===== src/rtl/ordered_list_insert_front_delete_value_core_defines.svh =====
// ----------------------------------------------------------------------------
// Assertion macros for the ordered list core
// Shared property wrappers, clocked on clock and disabled during reset.
// ----------------------------------------------------------------------------
`ifndef ORDERED_LIST_INSERT_FRONT_DELETE_VALUE_CORE_DEFINES_SVH
`define ORDERED_LIST_INSERT_FRONT_DELETE_VALUE_CORE_DEFINES_SVH

// Check a property at every rising edge outside reset
`define OLIFD_ASSERT(label, prop, msg) \
   label: assert property (@(posedge clock) disable iff (reset) prop) \
      else $error(msg);

// Check that a condition in one cycle implies another in the next cycle
`define OLIFD_ASSERT_NEXT(label, pre, post, msg) \
   `OLIFD_ASSERT(label, (pre) |=> (post), msg)

`endif


===== src/rtl/olifd_pkg.sv =====
// ----------------------------------------------------------------------------
// Ordered list core package
// Field widths, action and status codes, and the cell control bundle.
// ----------------------------------------------------------------------------
package olifd_pkg;

   localparam int VALUE_W = 32;
   localparam int COUNT_W = 5;

   // Action codes carried on the request side
   localparam logic ACT_INSERT = 1'b0;
   localparam logic ACT_REMOVE = 1'b1;

   // Status codes returned with each result
   localparam logic [1:0] STATUS_DONE      = 2'd0;
   localparam logic [1:0] STATUS_NOT_FOUND = 2'd1;
   localparam logic [1:0] STATUS_EMPTY     = 2'd2;
   localparam logic [1:0] STATUS_FULL      = 2'd3;

   // Control broadcast from the sequencer to every cell
   typedef struct packed {
      logic search;   // register the compare of each cell against the key
      logic ins;      // shift the whole row back one place, key enters at front
      logic del;      // cells at or behind the hit take their back neighbor
   } cell_ctrl_type;

endpackage


===== src/rtl/olifd_cell.sv =====
// ----------------------------------------------------------------------------
// Ordered list cell
// Holds one entry, compares it against the key and shifts with its neighbors.
// ----------------------------------------------------------------------------
module olifd_cell (
   input  logic                             clock,
   input  logic                             reset,
   input  olifd_pkg::cell_ctrl_type         ctrl,
   input  logic [olifd_pkg::VALUE_W-1:0]    key,
   input  logic [olifd_pkg::VALUE_W-1:0]    prev_value,
   input  logic                             prev_valid,
   input  logic [olifd_pkg::VALUE_W-1:0]    next_value,
   input  logic                             next_valid,
   input  logic                             hit_in,
   output logic                             hit_out,
   output logic [olifd_pkg::VALUE_W-1:0]    value,
   output logic                             valid
);
   import olifd_pkg::*;

   logic [VALUE_W-1:0] value_ff;
   logic [VALUE_W-1:0] value_in;
   logic               valid_ff;
   logic               valid_in;
   logic               match_ff;
   logic               match_in;

   // Ripple the first-hit mark toward the back of the row
   assign hit_out = hit_in | match_ff;

   // Select next entry: take front neighbor on insert, back neighbor on delete
   always_comb begin
      value_in = value_ff;
      valid_in = valid_ff;
      match_in = match_ff;
      if (ctrl.search) begin
         match_in = valid_ff && (value_ff == key);
      end
      if (ctrl.ins) begin
         value_in = prev_value;
         valid_in = prev_valid;
      end else if (ctrl.del && hit_out) begin
         value_in = next_value;
         valid_in = next_valid;
      end
   end

   // Hold control bits
   always_ff @(posedge clock) begin
      if (reset) begin
         valid_ff <= 1'b0;
         match_ff <= 1'b0;
      end else begin
         valid_ff <= valid_in;
         match_ff <= match_in;
      end
   end

   // Hold payload
   always_ff @(posedge clock) begin
      value_ff <= value_in;
   end

   assign value = value_ff;
   assign valid = valid_ff;

endmodule


===== src/rtl/ordered_list_insert_front_delete_value_core.sv =====
// ----------------------------------------------------------------------------
// Ordered list core: insert at front, delete first entry by value
// Row of DEPTH cells holding a front-first list of 32-bit values.
// ----------------------------------------------------------------------------
// Usage:
//   Request channel req_*: req_tuser[0] selects insert (0) or remove (1),
//   req_tdata carries the value to insert or to search for.
//   Result channel rsp_*: rsp_tuser gives the status (done, not found,
//   empty, full), rsp_tdata[4:0] the entry count after the item.
//   Every request gives exactly one result, in order.
// Sequence:
//   An item passes through capture, parallel compare in every cell, then
//   commit, where the first-hit mark ripples through the cell row and
//   all cells shift at once. The result is registered at the commit;
//   the next request is taken only once the item has committed.
// Reset:
//   Clears the count and all valid bits; the list is empty at once, with
//   no clearing pass. Stored values are left as they are.
// Backpressure:
//   A finished result waits in the output register; the next request is
//   still accepted and compared, and its commit waits until the pending
//   result transfer completes.
// ----------------------------------------------------------------------------
module ordered_list_insert_front_delete_value_core #(
   parameter int DEPTH = 16
) (
   input  logic                              clock,
   input  logic                              reset,
   // Request channel
   input  logic                              req_tvalid,
   output logic                              req_tready,
   input  logic [olifd_pkg::VALUE_W-1:0]     req_tdata,   // [31:0] value
   input  logic [0:0]                        req_tuser,   // [0] action
   // Result channel
   output logic                              rsp_tvalid,
   input  logic                              rsp_tready,
   output logic [7:0]                        rsp_tdata,   // [4:0] count, [7:5] zero
   output logic [1:0]                        rsp_tuser    // [1:0] status
);
   import olifd_pkg::*;

`include "ordered_list_insert_front_delete_value_core_defines.svh"

   localparam int CW = $clog2(DEPTH + 1);

   typedef enum logic [1:0] {
      ST_IDLE,
      ST_SEARCH,
      ST_COMMIT
   } state_type;

   state_type          state_ff, state_in;
   logic               action_ff, action_in;
   logic [VALUE_W-1:0] key_ff, key_in;
   logic [CW-1:0]      count_ff, count_in;
   logic               rsp_valid_ff, rsp_valid_in;
   logic [1:0]         status_ff, status_in;
   logic [COUNT_W-1:0] rsp_count_ff, rsp_count_in;

   cell_ctrl_type      ctrl;
   logic [VALUE_W-1:0] cell_value [DEPTH];
   logic [DEPTH-1:0]   cell_valid;
   logic [DEPTH:0]     hit;
   logic               found;
   logic               full;
   logic               empty;
   logic               commit_go;

   assign hit[0] = 1'b0;
   assign found  = hit[DEPTH];
   assign full   = (count_ff == CW'(DEPTH));
   assign empty  = (count_ff == '0);

   // Commit once the output register is free or being drained
   assign commit_go = (state_ff == ST_COMMIT) && (!rsp_valid_ff || rsp_tready);

   // Broadcast cell controls
   always_comb begin
      ctrl.search = (state_ff == ST_SEARCH);
      ctrl.ins    = commit_go && (action_ff == ACT_INSERT) && !full;
      ctrl.del    = commit_go && (action_ff == ACT_REMOVE) && found;
   end

   // Row of cells, front at index 0
   for (genvar i = 0; i < DEPTH; i++) begin : g_cell
      logic [VALUE_W-1:0] prev_value;
      logic               prev_valid;
      logic [VALUE_W-1:0] next_value;
      logic               next_valid;

      if (i == 0) begin : g_front
         assign prev_value = key_ff;
         assign prev_valid = 1'b1;
      end else begin : g_mid_front
         assign prev_value = cell_value[i-1];
         assign prev_valid = cell_valid[i-1];
      end

      if (i == DEPTH - 1) begin : g_back
         assign next_value = '0;
         assign next_valid = 1'b0;
      end else begin : g_mid_back
         assign next_value = cell_value[i+1];
         assign next_valid = cell_valid[i+1];
      end

      olifd_cell u_cell (
         .clock      (clock),
         .reset      (reset),
         .ctrl       (ctrl),
         .key        (key_ff),
         .prev_value (prev_value),
         .prev_valid (prev_valid),
         .next_value (next_value),
         .next_valid (next_valid),
         .hit_in     (hit[i]),
         .hit_out    (hit[i+1]),
         .value      (cell_value[i]),
         .valid      (cell_valid[i])
      );
   end

   // Sequence one item and build its result
   always_comb begin
      state_in     = state_ff;
      action_in    = action_ff;
      key_in       = key_ff;
      count_in     = count_ff;
      rsp_valid_in = rsp_valid_ff;
      status_in    = status_ff;
      rsp_count_in = rsp_count_ff;

      // Drop the result once its transfer completes
      if (rsp_valid_ff && rsp_tready) begin
         rsp_valid_in = 1'b0;
      end

      unique case (state_ff)
         ST_IDLE: begin
            if (req_tvalid) begin
               action_in = req_tuser[0];
               key_in    = req_tdata;
               state_in  = ST_SEARCH;
            end
         end
         ST_SEARCH: begin
            state_in = ST_COMMIT;
         end
         ST_COMMIT: begin
            if (commit_go) begin
               if (action_ff == ACT_INSERT) begin
                  if (full) begin
                     status_in = STATUS_FULL;
                  end else begin
                     status_in = STATUS_DONE;
                     count_in  = count_ff + CW'(1);
                  end
               end else if (empty) begin
                  status_in = STATUS_EMPTY;
               end else if (found) begin
                  status_in = STATUS_DONE;
                  count_in  = count_ff - CW'(1);
               end else begin
                  status_in = STATUS_NOT_FOUND;
               end
               rsp_count_in = COUNT_W'(count_in);
               rsp_valid_in = 1'b1;
               state_in     = ST_IDLE;
            end
         end
         default: begin
            state_in = ST_IDLE;
         end
      endcase
   end

   // Hold state and registered outputs
   always_ff @(posedge clock) begin
      if (reset) begin
         state_ff     <= ST_IDLE;
         count_ff     <= '0;
         rsp_valid_ff <= 1'b0;
      end else begin
         state_ff     <= state_in;
         count_ff     <= count_in;
         rsp_valid_ff <= rsp_valid_in;
      end
      action_ff    <= action_in;
      key_ff       <= key_in;
      status_ff    <= status_in;
      rsp_count_ff <= rsp_count_in;
   end

   assign req_tready = (state_ff == ST_IDLE);
   assign rsp_tvalid = rsp_valid_ff;
   assign rsp_tuser  = status_ff;
   assign rsp_tdata  = {3'b000, rsp_count_ff};

   // Count stays within the row
   `OLIFD_ASSERT(a_count_range, count_ff <= CW'(DEPTH), "count beyond depth")

   // Valid bits track the count
   `OLIFD_ASSERT(a_valid_count, $countones(cell_valid) == int'(count_ff), "valid bits off count")

   // Count moves by at most one per cycle
   `OLIFD_ASSERT_NEXT(a_count_step, 1'b1,
      count_ff == $past(count_ff) || count_ff == $past(count_ff) + CW'(1) ||
      count_ff + CW'(1) == $past(count_ff),
      "count jumped")

   // An accepted request closes the input until its commit
   `OLIFD_ASSERT_NEXT(a_one_in_flight, req_tvalid && req_tready, !req_tready, "second item taken")

endmodule

===== config.mk =====
export PLATFORM = sky130hd
export DESIGN_NAME = ordered_list_insert_front_delete_value_core
export DESIGN_NICKNAME = d
export VERILOG_FILES = /design/src/rtl/olifd_pkg.sv /design/src/rtl/olifd_cell.sv /design/src/rtl/ordered_list_insert_front_delete_value_core.sv
export VERILOG_INCLUDE_DIRS = /design/src /design/src/rtl
export SDC_FILE = /design/constraint.sdc
export NUM_CORES = 1
export LEC_CHECK = 0
export BUFFER_PORTS_ARGS = -buffer_cell sky130_fd_sc_hd__buf_2
export CAP_MARGIN = 20
export CORE_MARGIN = 1
export CORE_UTILIZATION = 56
export DETAILED_ROUTE_END_ITERATION = 12
export PLACE_DENSITY = 0.76
export SYNTH_ARGS = -nofsm -noshare
export SYNTH_HDL_FRONTEND = slang
export SYNTH_HIERARCHICAL = 1
export SYNTH_SLANG_ARGS = --single-unit

===== constraint.sdc =====
create_clock -name clock -period 6.4 [get_ports clock]
set_input_delay 0.32 -clock clock [delete_from_list [all_inputs] [get_ports clock]]
set_output_delay 0.32 -clock clock [all_outputs]
set_load 0.1 [all_outputs]

# After elaboration in Yosys (flattened, before gate mapping)
# Index checks and enable logic that the tools add are counted.
# word_totals
output_inout_bits,12
regBits,592
input_bits,37
word_cells,234
# classes
n_addsub,2
muxes,78
eq_ne,21
n_reduce_logical,62
bitwise_logic,16
# op_table
cell,count
32-bit 2-to-1 mux,32
32-bit equality test,16
1-bit logical AND,38
1-bit 2-to-1 mux,36
2-bit nonzero test,16
5-bit 2-to-1 mux,4
1-bit bitwise OR,15
2-bit 2-to-1 mux,5
2-bit one-hot mux with 3 select lines,1
2-bit AND reduction,3
"5-bit by 1-bit adder with 5-bit output, second input constant",1
"5-bit equality test, second input constant",1
5-bit logical NOT,1
"5-bit by 1-bit subtractor with 5-bit output, second input constant",1
"2-bit inequality test, second input constant",2
"2-bit by 1-bit equality test with 1-bit output, second input constant",1
"2-bit equality test, second input constant",1
1-bit logical NOT,2
2-bit logical NOT,1
1-bit logical OR,1
1-bit inverter,1

# Depth between registers and ports, before layout
# Gate-level depths: netlist of run 1.
# depth
word_depth,19
depth_mapped,21

# Modules after synthesis
# The synthesis of run 1 kept the hierarchy.
# modules_own_cells
mod,cells_per_inst,seq_area_each_um2,area_each_um2,n_inst
olifd_cell,122,1001.0,1784.2,16
ordered_list_insert_front_delete_value_core,132,1361.3,1890.6,1

# Least setup slack after synthesis of run 1
# OpenSTA, ideal clock, no wires.
# synth_path
kind,register to register
from,reg g_cell[0].u_cell.match_ff
to,reg g_cell[0].u_cell.valid_ff
path_slack_ps,1200
stages_incl_launch_ff,22
t_arrival_ps,5083
required_ps,6283
path_cell_list,dfxtp_1 or2_1 or2_1 or2_1 or2_1 or2_1 or2_1 or2_1 or2_1 or2_1 or2_1 or2_1 or2_1 or2_1 or2_1 or2_1 or2_1 and2_1 and3_1 a21o_1 mux2i_1 nor2_1
# synth_lines
element,line_no,text
"start, declared",olifd_cell.sv:25,logic match_ff;
"start signal, assigned",olifd_cell.sv:55,match_ff <= match_in;
"end signal, assigned",olifd_cell.sv:54,valid_ff <= valid_in;
"end, declared",olifd_cell.sv:23,logic valid_ff;

==> results by group, run 1 <==
Floorplanning
  • Floorplan Core Area: around 54000 um^2
  • Io pins: 49
  • Die width: roughly 240 um
  • Area enclosed by the die boundary: 55300 um^2
  • Vertical die dimension: about 240 um
  • Row Count: 85
  • Starting density of the core: 56.6%

Timing
  • Final Hold Vio Count: 0
  • Crit path time final: approximately 5900 ps
  • Setup repair after global routing missed its margin: false
  • Worst-case clock skew: about 21 ps
  • Final sum of negative setup slack: 0 ps
  • Worst Slack Setup Final: between 500 and 600 ps
  • Final count of pins violating max slew: 0
  • Worst slew margin relative to its limit: 20.1%
  • Final number of setup-violating endpoints: 0
  • Transition at the pin with the smallest max-transition slack: approximately 1200 ps
  • Portion of the clock cycle consumed by the worst path in the final layout: between 90% and 100%
  • Worst Hold Slack: 58.8 ps
  • Max Fclk: approximately 170 MHz

Synthesis
  • Area contributors post-synth: sky130_fd_sc_hd__edfxtp_1 54%, sky130_fd_sc_hd__mux2_2 20%, sky130_fd_sc_hd__xnor2_1 11%, sky130_fd_sc_hd__xor2_1 4.2%, sky130_fd_sc_hd__dfxtp_1 2.6%
  • Post-synthesis cell type with the largest combined area: sky130_fd_sc_hd__edfxtp_1
  • Warnings from Yosys: 6
  • Sequential share of the synthesized area: between 50% and 60%
  • Summed instance area of the synthesized netlist: between 30000 and 40000 um^2
  • Synth unique cells: 42
  • Number of cells produced by synthesis: around 2100
  • Flop and latch count out of synthesis: roughly 590
  • Synth top area share: between 50 and 60%
  • Syn_area_per_cell: between 10 and 15 um^2

Critical path
  • Critical path's slowest cell: sky130_fd_sc_hd__a21o_1
  • CP startpoint kind: flip-flop
  • Number of buffer and inverter instances along the worst setup path: 1
  • Worst Path Max Fanout: 18
  • Worst EP arrival: just over 6000 ps
  • Crit-path most repeated cell: sky130_fd_sc_hd__or2_1
  • Largest delay contributor family on the critical path: simple AND/OR/NAND/NOR gates
  • Cell Chain, Critical Path: or2_1 > or2_1 > or2_1 > or2_1 > or2_1 > or2_1 > or2_1 > or2_1 > or2_1 > or2_1 > or2_1 > or2_1 > or2_1 > or2_1 > or2_1 > or2_1 > and2_1 > and3_1 > a21o_1 > buf_4
  • Slowest Stage Delay on Critical Path: around 540 ps
  • Worst endpoint required time: between 6000 and 7000 ps
  • Endpoint class of the critical path: flip-flop
  • Category of the most critical setup path: flip-flop to flip-flop

Routing
  • Number of antenna-violating nets in the routed design: 0
  • Total wire length after detailed routing: 62.2 mm
  • Residual DRC: 0
  • Initial DRC Count: ~1000
  • Detailed-router iteration count before antenna repair: 5
  • Number of vias per cell: about 5.6
  • WL/cell: roughly 21 um
  • Number of vias in the routed layout: between 15000 and 20000

Cells and area
  • Storage element area: between 15000 and 20000 um^2
  • Inserted Diodes: 0
  • Leading cell types in the layout, fill and taps excluded: 552 x sky130_fd_sc_hd__edfxtp_1, 528 x sky130_fd_sc_hd__mux2_2, 370 x sky130_fd_sc_hd__xnor2_1
  • Leading cell type in the layout, fill and taps excluded: sky130_fd_sc_hd__edfxtp_1
  • Layout overhead on the synthesized area: 11.1%
  • Share of cells above drive strength 1: 30.7%
  • Multi-input gate area in the final layout: 12800 um^2
  • Post-layout instance area: ~34000 um^2
  • Fillcell total: about 4000
  • Net count of the finished layout: between 2000 and 2500

GRT
  • Antenna violations before repair: 0
  • First-pass GRT wire length: just under 100 mm
  • Overall track demand over capacity in global routing: 22.5%
  • Largest net degree at the start of global routing: around 220
  • Via count of the first global-routing pass: ~18000
  • Global route total overflow: 0

CTS
  • H-tree levels: 2
  • Total clock buffers created by CTS: between 60 and 70
  • Clock insertion delay at the later pin of the skew report: just over 600 ps
  • Post-CTS setup-driven buffer insertion count: 0
  • Clk sink count: 592
  • Root buf cell: sky130_fd_sc_hd__clkbuf_16
  • Clock transition at the registers of the reported paths: approximately 60 ps
  • TritonCTS clock tree: done
  • Maximum clock path buffer count: 3

Power and ir drop
  • Maximum vdd ir drop: roughly 0.23 mV
  • Total power per unit cell area: roughly 250 nW/um^2
  • Static leakage power: between 10 and 15 nW
  • PnR Total Power: between 0.008 and 0.009 W

Placed design
  • Pre-CTS worst setup slack: a little under 600 ps
  • Detailed placement HPWL: about 44 mm
  • Dpl cell area: ~32000 um^2
  • Final GP Congestion: 0.811
  • Number of input and output port buffers inserted: between 40 and 50

Status
  • Run status: finished, final reports clean

Flow run
  • Reported max-cap violation count: 0

Min path
  • Hold WC Path Type: primary input to flip-flop
## metal layers
layer / vias up / wire [um] / global-route usage [%]
met2: 232 / 32600 / 41.0
met4: 0 / 1040 / 5.28
met3: 86 / 2050 / 3.37
met1: 8293 / 26500 / 28.0
li1: 8022 / - / -
met5: - / 0 / 0
## worst reg2reg max path: stages, from the launching register on
cell                      delay, ps
sky130_fd_sc_hd__dfxtp_1        310
sky130_fd_sc_hd__or2_1          230
sky130_fd_sc_hd__or2_1          220
sky130_fd_sc_hd__or2_1          220
sky130_fd_sc_hd__or2_1          230
sky130_fd_sc_hd__or2_1          230
sky130_fd_sc_hd__or2_1          230
sky130_fd_sc_hd__or2_1          230
sky130_fd_sc_hd__or2_1          230
sky130_fd_sc_hd__or2_1          230
sky130_fd_sc_hd__or2_1          220
sky130_fd_sc_hd__or2_1          220
sky130_fd_sc_hd__or2_1          230
sky130_fd_sc_hd__or2_1          230
sky130_fd_sc_hd__or2_1          240
sky130_fd_sc_hd__or2_1          240
sky130_fd_sc_hd__or2_1          320
sky130_fd_sc_hd__and2_1         210
sky130_fd_sc_hd__and3_1         420
sky130_fd_sc_hd__a21o_1         550
sky130_fd_sc_hd__buf_4          350
## registers in the layout, indices dropped and copies added (netlist names)
register	count
rsp_tuser	2
g_cell.u_cell/match_ff	16
rsp_count_ff	5
g_cell.u_cell/valid	16
g_cell.u_cell/value	512
action_ff	1
g_cell.prev_value	32
count_ff	5
state_ff	2
rsp_tvalid	1
## worst paths after layout
check	startpoint	endpoint	slack (ps)	cells past startpoint
max	g_cell[0].u_cell/match_ff	g_cell[7].u_cell/value[9]	540	20
min	rsp_tready	state_ff[1]	60	4
max reg2reg	g_cell[0].u_cell/match_ff	g_cell[7].u_cell/value[9]	540	20
min reg2reg	g_cell[7].u_cell/match_ff	g_cell[7].u_cell/match_ff	440	2
## per-stage QoR
stage,std cells,util (%)
6_report,2954,62.8
5_1_grt,2954,62.8
4_1_cts,2954,62.8
3_5_place_dp,2812,58.6
3_3_place_gp,2812,58.6
2_1_floorplan,2120,-
## kinds of logic after synthesis
group	count (synthesis)	synth area share [%]
buffers and inverters	78	1.30
adders and majority gates	2	0.0822
muxes	546	20.1
xor gates and xnor gates	516	14.8
and+or+nand+nor	289	5.33
AOI/OAI and AO/OA	59	1.18
DFF	592	57.1
other	2	0.0247
## cells in the mapped netlist, drive strengths merged
| master | n |
|---|---|
| nand2b | 3 |
| xnor2 | 370 |
| nand3 | 18 |
| o21ai | 21 |
| a31oi | 4 |
| ha | 2 |
| clkbuf | 1 |
| a21oi | 11 |
| mux2 | 529 |
| o22ai | 2 |
| o31ai | 1 |
| nor3 | 1 |
| inv | 6 |
| nor2 | 39 |
| conb | 2 |
| or4b | 1 |
| buf | 71 |
| o221a | 1 |
| and2 | 5 |
| nand4 | 96 |
| dfxtp | 40 |
| mux2i | 17 |
| or3b | 1 |
| a211oi | 1 |
| a21o | 17 |
| and3 | 1 |
| o32ai | 1 |
| nor2b | 4 |
| or2 | 16 |
| edfxtp | 552 |
| nand4b | 1 |
| nand2 | 35 |
| nor4 | 65 |
| and4b | 1 |
| xor2 | 146 |
| or3 | 2 |
## report_power, final
group	leakage (nW)	total [W]	switching (W)	internal, W
logic	4.46	0.000524	0.000240	0.000284
registers	5.34	0.00448	0.000168	0.00431
clock network	0.968	0.00352	0.00146	0.00206
total	10.8	0.00852	0.00187	0.00666
## repair_timing
item | CTS | global route
resized for setup | 0 | 0
hold buffers | 33 | 0
endpoints found under the hold margin | 33 | 0
## area by class of cell
type,count,area share [%]
Sequential cell,592,51.4
Multi-Input combinational cell,1450,37.9
Clock buffer,77,4.81
Tap cell,696,2.58
Timing Repair Buffer,101,2.27
Clock inverter,32,0.992
Inverter,6,0.0666
(Power assumes the default switching activity.)
==> inputs of run 2 (changes only) <==
--- a/config.mk
+++ b/config.mk
@@ -6,12 +6,13 @@
 export SDC_FILE = /design/constraint.sdc
 export NUM_CORES = 1
 export LEC_CHECK = 0
-export BUFFER_PORTS_ARGS = -buffer_cell sky130_fd_sc_hd__buf_2
 export CAP_MARGIN = 20
 export CORE_MARGIN = 1
 export CORE_UTILIZATION = 56
 export DETAILED_ROUTE_END_ITERATION = 12
-export PLACE_DENSITY = 0.76
+export DONT_BUFFER_PORTS = 1
+export GPL_ROUTABILITY_DRIVEN = 0
+export PLACE_DENSITY = 0.75
 export SYNTH_ARGS = -nofsm -noshare
 export SYNTH_HDL_FRONTEND = slang
 export SYNTH_HIERARCHICAL = 1
==> constraint.sdc (replaced) <==
create_clock -name clock -period 5.82 [get_ports clock]
set_input_delay 0.291 -clock clock [delete_from_list [all_inputs] [get_ports clock]]
set_output_delay 0.291 -clock clock [all_outputs]
set_load 0.1 [all_outputs]
==> run 2 against run 1 <==
Net effect: wire length up 0.99%; final cell count decreased by 0.85%; critical path type unchanged; sequential power rose by 10%; clock-buffer cell count up 12; utilization fell by 0.20 points; total power is 9.5% higher; flip-flop and latch count did not move; sequential share of layout area is 0.16 points higher; first-iteration DRC count is 1.4% higher; largest cell class unchanged; worst setup slack got worse by 190 ps.
==> results by group, run 2 (synthesized netlist as in run 1, its figures left out) <==
Floorplanning
  • Floorplan Core Area: 53800 um^2 (unchanged)
  • Row Count: 85 (unchanged)
  • Vertical die dimension: 235 um (unchanged)
  • Die width: 235 um (unchanged)
  • Starting density of the core: 56.6% (unchanged)
  • Io pins: 49 (unchanged)
  • Area enclosed by the die boundary: 55300 um^2 (unchanged)

Critical path
  • Endpoint class of the critical path: flip-flop
  • CP startpoint kind: flip-flop
  • Category of the most critical setup path: flip-flop to flip-flop
  • Critical path's slowest cell: sky130_fd_sc_hd__and3_2
  • Worst Path Max Fanout: 33 (+15)
  • Crit-path most repeated cell: sky130_fd_sc_hd__or2_1
  • Worst EP arrival: 5980 ps (-230 ps)
  • Cell Chain, Critical Path: or2_1 > or2_1 > or2_1 > or2_1 > or2_1 > or2_1 > or2_1 > or2_1 > or2_1 > or2_1 > or2_1 > or2_1 > or2_1 > or2_1 > or2_1 > or2_1 > and2_1 > and3_2 > a21o_1 > buf_4 > mux2i_1 > nor2_1
  • Worst endpoint required time: 6330 ps (-410 ps)
  • Slowest Stage Delay on Critical Path: 350 ps (-190 ps)

CTS
  • Maximum clock path buffer count: 3 (unchanged)
  • H-tree levels: 2 (unchanged)
  • Clock insertion delay at the later pin of the skew report: 630 ps (about the same)
  • TritonCTS clock tree: done
  • Total clock buffers created by CTS: 61 (unchanged)
  • Clk sink count: 592 (unchanged)
  • Clock transition at the registers of the reported paths: 60 ps (about the same)
  • Root buf cell: sky130_fd_sc_hd__clkbuf_16

Timing
  • Setup repair after global routing missed its margin: false
  • Worst slew margin relative to its limit: 23.4% (+3.3 points)
  • Worst Slack Setup Final: 347 ps (-189 ps)
  • Worst-case clock skew: 18.7 ps (-2.23 ps)
  • Final sum of negative setup slack: 0 ps (unchanged)
  • Final count of pins violating max slew: 0 (unchanged)
  • Max Fclk: 183 MHz (+7.1%)
  • Final Hold Vio Count: 0 (unchanged)
  • Transition at the pin with the smallest max-transition slack: 1150 ps (-50.9 ps)
  • Crit path time final: 5470 ps (-391 ps)
  • Final number of setup-violating endpoints: 0 (unchanged)
  • Portion of the clock cycle consumed by the worst path in the final layout: 94.0% (+2.4 points)

Routing
  • WL/cell: 21.4 um (+1.8%)
  • Number of vias per cell: 5.65 (+0.26%)
  • Number of vias in the routed layout: 16500 (-0.59%)
  • Detailed-router iteration count before antenna repair: 5 (unchanged)
  • Total wire length after detailed routing: 62.8 mm (+0.99%)
  • Residual DRC: 0 (unchanged)
  • Number of antenna-violating nets in the routed design: 0 (unchanged)
  • Initial DRC Count: 1009 (+1.4%)

Power and ir drop
  • Total power per unit cell area: 277 nW/um^2 (+9.9%)
  • Maximum vdd ir drop: 0.227 mV (+0.60%)
  • Static leakage power: 10.7 nW (-1.0%)
  • PnR Total Power: 0.00933 W (+9.5%)

Min path
  • Hold WC Path Type: primary input to flip-flop

Cells and area
  • Storage element area: 17400 um^2 (unchanged)
  • Count of non-filler cells in the finished layout: 2929 (-0.85%)
  • Share of cells above drive strength 1: 29.4% (-1.3 points)
  • Largest register FFs: 512 (unchanged)
  • Net count of the finished layout: 2218 (-1.5%)
  • Leading cell types in the layout, fill and taps excluded: 552 x sky130_fd_sc_hd__edfxtp_1, 528 x sky130_fd_sc_hd__mux2_2, 370 x sky130_fd_sc_hd__xnor2_1
  • Layout overhead on the synthesized area: 10.7%
  • Multi-input gate area in the final layout: 12800 um^2 (about the same)
  • Leading cell type in the layout, fill and taps excluded: sky130_fd_sc_hd__edfxtp_1
  • Fillcell total: 3993 (-0.13%)

GRT
  • First-pass GRT wire length: 100 mm (+1.4%)
  • Antenna violations before repair: 1 (+1)
  • Overall track demand over capacity in global routing: 22.9% (+0.36 points)
  • Global route total overflow: 0 (unchanged)
  • Via count of the first global-routing pass: 18400 (+1.2%)
  • Largest net degree at the start of global routing: 157 (-28%)

Placed design
  • Pre-CTS worst setup slack: 234 ps (-348 ps)
  • Detailed placement HPWL: 44.1 mm (+0.21%)
  • Count of placed standard cells including taps: 2776 (-1.3%)
  • Number of input and output port buffers inserted: 0 (-100%)

Status
  • Run status: finished, final reports clean

Flow run
  • Reported max-cap violation count: 0 (unchanged)
==> run 2: changes by cell type in the layout (fill, tap and decap cells not counted), sizes merged <==
cell,change
inv,+1
dlygate4sd3,+2
buf,-35
clkinvlp,-2
clkinv,-1
clkbuf,+12
bufinv,-3
diode,+1
==> run 2: routing by layer <==
layer  part of all wire [%]  up-vias  global-route usage, %  routed length [um]
met2                     53      268                   42.0               33500
met5                      0        -                      0                   0
li1                       -     7975                      -                   -
met3                    3.4      100                   3.06                2120
met4                    2.1        0                   7.18                1320
met1                     41     8192                   27.7               25900
==> run 2: final timing paths <==
| path | start | endpoint | slack (ps) | depth (start not counted) |
|---|---|---|---|---|
| min | req_tdata[14] | g_cell[0].prev_value[14] | 280 | 1 |
| max | g_cell[0].u_cell/match_ff | g_cell[0].u_cell/valid | 350 | 22 |
| min reg2reg | g_cell[7].u_cell/match_ff | g_cell[7].u_cell/match_ff | 440 | 2 |
| max reg2reg | g_cell[0].u_cell/match_ff | g_cell[0].u_cell/valid | 350 | 22 |
==> run 2: stage by stage <==
stage               util, %  instance area (um^2)  hold slack [ps]
floorplan                 -                 30600              363
global placement       58.3                 31400              382
detailed placement     58.3                 31400              381
CTS                    62.6                 33700              245
global route           62.6                 33700              261
finish                 62.6                 33700              282
==> run 2: cell type report <==
cell class                      count  share of cell area [%]
Clock buffer                       89                    5.12
Multi-Input combinational cell   1450                    38.0
Clock inverter                     27                   0.702
Antenna cell                        1                 0.00743
Sequential cell                   592                    51.6
Timing Repair Buffer               68                    1.95
Tap cell                          696                    2.58
Inverter                            6                  0.0668
==> run 2: report_power, final <==
part / switching (W) / internal (W) / total (W)
clock network: 0.00162 / 0.00222 / 0.00384
registers: 0.000197 / 0.00474 / 0.00493
logic: 0.000251 / 0.000308 / 0.000559
total: 0.00207 / 0.00727 / 0.00933
==> run 2: what timing repair did <==
item | CTS | global route
buffers inserted | 0 | 0
setup endpoints to repair | 0 | 2
hold endpoints to repair | 73 | 0
hold buffers | 36 | 0
resized for setup | 0 | 1
==> run 2: critical path, delay by kind of cell, from the launching register on <==
kind            cells  cell delay (ps)
compound gates      1              200
mux                 1              200
buf+inv             1              280
flops               1              300
simple gates       19             4340
==> inputs of run 3 (changes only) <==
==> constraint.sdc (replaced) <==
create_clock -name clock -period 5.62 [get_ports clock]
set_input_delay 0.281 -clock clock [delete_from_list [all_inputs] [get_ports clock]]
set_output_delay 0.281 -clock clock [all_outputs]
set_load 0.1 [all_outputs]
==> run 3 against run 2 <==
Net effect: cell area grew 0.83%; utilization grew 0.52 points; critical path depth is the same; fmax up 3.8%; total power rose by 7.0%; clock-buffer cell count decreased by 15; register-to-register slack is essentially flat; worst setup slack improved by 1.9 ps; highest routed layer unchanged.
==> results by group, run 3 (synthesized netlist as in run 1, its figures left out) <==
Status
  • Run status: finished, final reports clean

Routing
  • Number of antenna-violating nets in the routed design: 0 (unchanged)
  • Initial DRC Count: 1009 (unchanged)
  • WL/cell: 21.4 um (-0.40%)
  • Number of vias per cell: 5.67 (+0.52%)
  • Number of vias in the routed layout: 16600 (+0.55%)
  • Total wire length after detailed routing: 62.6 mm (-0.37%)
  • Detailed-router iteration count before antenna repair: 5 (unchanged)
  • Residual DRC: 0 (unchanged)

Cells and area
  • Leading cell types in the layout, fill and taps excluded: 552 x sky130_fd_sc_hd__edfxtp_1, 528 x sky130_fd_sc_hd__mux2_2, 370 x sky130_fd_sc_hd__xnor2_1
  • Multi-input gate area in the final layout: 12800 um^2 (about the same)
  • Storage element area: 17400 um^2 (unchanged)
  • Inserted Diodes: 0 (-1)
  • Layout overhead on the synthesized area: 11.6%
  • Largest register FFs: 512 (unchanged)
  • Leading cell type in the layout, fill and taps excluded: sky130_fd_sc_hd__edfxtp_1
  • Net count of the finished layout: 2225 (+0.32%)
  • Final Util: 63.1% (+0.52 points)
  • Share of cells above drive strength 1: 30.2% (+0.73 points)
  • Fillcell total: 3919 (-1.9%)

Power and ir drop
  • Combinational cell fraction of total power: 5.8% (-0.2 points)
  • Static leakage power: 10.8 nW (+1.2%)
  • Share of power burned in the clock network: 43.0% (+1.8 points)
  • Relative contribution of sequential cells to total power: 51.1% (-1.8 points)
  • Switching share of power: 21.4% (-0.69 points)
  • Total power per unit cell area: 294 nW/um^2 (+6.2%)
  • Maximum vdd ir drop: 0.229 mV (+0.77%)
  • Internal cell power: 0.00785 W (+8.0%)
  • Switch Pwr: 0.00214 W (+3.7%)

Timing
  • Final number of setup-violating endpoints: 0 (unchanged)
  • Setup repair after global routing missed its margin: false
  • Crit path time final: 5270 ps (-202 ps)
  • Worst-case clock skew: 16.1 ps (-2.60 ps)
  • Max Fclk: 190 MHz (+3.8%)
  • Final Hold Vio Count: 0 (unchanged)
  • Worst slew margin relative to its limit: 25.2% (+1.9 points)
  • Final sum of negative setup slack: 0 ps (unchanged)
  • Transition at the pin with the smallest max-transition slack: 1120 ps (-27.8 ps)
  • Portion of the clock cycle consumed by the worst path in the final layout: 93.8% (-0.25 points)
  • Final count of pins violating max slew: 0 (unchanged)

CTS
  • Total clock buffers created by CTS: 61 (unchanged)
  • Root buf cell: sky130_fd_sc_hd__clkbuf_16
  • Post-CTS setup-driven buffer insertion count: 0 (unchanged)
  • Maximum clock path buffer count: 3 (unchanged)
  • Clock transition at the registers of the reported paths: 60 ps (about the same)
  • Clk sink count: 592 (unchanged)
  • Clock insertion delay at the later pin of the skew report: 620 ps (about the same)
  • H-tree levels: 2 (unchanged)
  • TritonCTS clock tree: done

GRT
  • First-pass GRT wire length: 101 mm (+0.93%)
  • Antenna violations before repair: 0 (-1)
  • Via count of the first global-routing pass: 18600 (+1.3%)
  • Overall track demand over capacity in global routing: 23.0% (+0.16 points)
  • Global route total overflow: 0 (unchanged)
  • Largest net degree at the start of global routing: 89 (-43%)

Critical path
  • Endpoint class of the critical path: flip-flop
  • CP startpoint kind: flip-flop
  • Largest delay contributor family on the critical path: simple AND/OR/NAND/NOR gates
  • Number of buffer and inverter instances along the worst setup path: 1 (unchanged)
  • Crit-path most repeated cell: sky130_fd_sc_hd__or2_1
  • Worst EP arrival: 5760 ps (-220 ps)
  • Slowest Stage Delay on Critical Path: 310 ps (-40 ps)
  • Worst Path Max Fanout: 33 (unchanged)
  • Cell Chain, Critical Path: or2_1 > or2_1 > or2_1 > or2_1 > or2_1 > or2_1 > or2_1 > or2_1 > or2_1 > or2_1 > or2_1 > or2_1 > or2_1 > or2_1 > or2_1 > or2_1 > and2_1 > and3_4 > a21o_1 > buf_4 > mux2i_1 > nor2_1
  • Category of the most critical setup path: flip-flop to flip-flop
  • Worst endpoint required time: 6110 ps (-220 ps)
  • Critical path's slowest cell: sky130_fd_sc_hd__dfxtp_1

Floorplanning
  • Vertical die dimension: 235 um (unchanged)
  • Floorplan Core Area: 53800 um^2 (unchanged)
  • Starting density of the core: 56.6% (unchanged)
  • Io pins: 49 (unchanged)
  • Die width: 235 um (unchanged)
  • Area enclosed by the die boundary: 55300 um^2 (unchanged)
  • Row Count: 85 (unchanged)

Min path
  • Hold WC Path Type: primary input to flip-flop

Placed design
  • Number of input and output port buffers inserted: 0 (unchanged)
  • Detailed placement HPWL: 44.6 mm (+1.3%)

Flow run
  • Reported max-cap violation count: 0 (unchanged)
==> run 3: power by group through the flow <==
stage / Clock [W] / Sequential [W] / Combinational, W
final: 0.00430 / 0.00511 / 0.000583
after global routing: 0.00455 / 0.00512 / 0.000638
after CTS: 0.00439 / 0.00511 / 0.000582
after detailed placement: 0 / 0.00521 / 0.000548
after global placement: 0 / 0.00520 / 0.000525
after floorplan: 0 / 0.00513 / 0.000465
==> run 3: area by class of cell <==
cell class | instances | share of cell area [%]
clock inverter | 37 | 1.55
clock buffer | 74 | 4.72
sequential | 592 | 51.1
timing repair buffer | 75 | 2.25
multi-input combinational | 1450 | 37.7
inverter | 6 | 0.0663
tap | 696 | 2.56
==> run 3: final timing paths <==
check                                          startpoint  depth (start not counted)                   endpoint  slack (ps)
worst min-delay path                                reset                          2     g_cell[8].u_cell/valid          30
worst min register to register  g_cell[7].u_cell/match_ff                          2  g_cell[7].u_cell/match_ff         440
worst max-delay path            g_cell[0].u_cell/match_ff                         22     g_cell[2].u_cell/valid         350
worst max register to register  g_cell[0].u_cell/match_ff                         22     g_cell[2].u_cell/valid         350
==> run 3: repair_timing <==
action	in CTS	in global routing
hold buffers	35	0
setup endpoints to repair	0	208
gates resized for setup	0	2
hold endpoints to repair	73	0
==> run 3: per-stage QoR <==
step	instance area, um^2	total power [W]	hold slack, ps	setup WS (ps)	std cells
5_1_grt	34000	0.0103	25.7	30.4	2930
2_1_floorplan	30600	0.00560	353	420	2120
4_1_cts	33900	0.0101	3.34	88.7	2929
6_report	34000	0.00999	34.2	349	2930
3_5_place_dp	31400	0.00575	373	154	2783
3_3_place_gp	31400	0.00573	371	173	2783
==> run 3: layer usage <==
metal	vias up	GRT usage [%]	wire length, um
li1	7970	-	-
met1	8300	28.1	26100
met2	258	42.3	33300
met3	98	2.77	1910
met4	0	7.26	1240
met5	-	0	0
==> run 3: worst register-to-register path, cell delays in order (launching register included) <==
cell,delay [ps]
sky130_fd_sc_hd__dfxtp_1,310
sky130_fd_sc_hd__or2_1,230
sky130_fd_sc_hd__or2_1,220
sky130_fd_sc_hd__or2_1,230
sky130_fd_sc_hd__or2_1,220
sky130_fd_sc_hd__or2_1,220
sky130_fd_sc_hd__or2_1,230
sky130_fd_sc_hd__or2_1,220
sky130_fd_sc_hd__or2_1,230
sky130_fd_sc_hd__or2_1,220
sky130_fd_sc_hd__or2_1,230
sky130_fd_sc_hd__or2_1,230
sky130_fd_sc_hd__or2_1,230
sky130_fd_sc_hd__or2_1,230
sky130_fd_sc_hd__or2_1,230
sky130_fd_sc_hd__or2_1,230
sky130_fd_sc_hd__or2_1,220
sky130_fd_sc_hd__and2_1,190
sky130_fd_sc_hd__and3_4,270
sky130_fd_sc_hd__a21o_1,180
sky130_fd_sc_hd__buf_4,270
sky130_fd_sc_hd__mux2i_1,250
sky130_fd_sc_hd__nor2_1,50
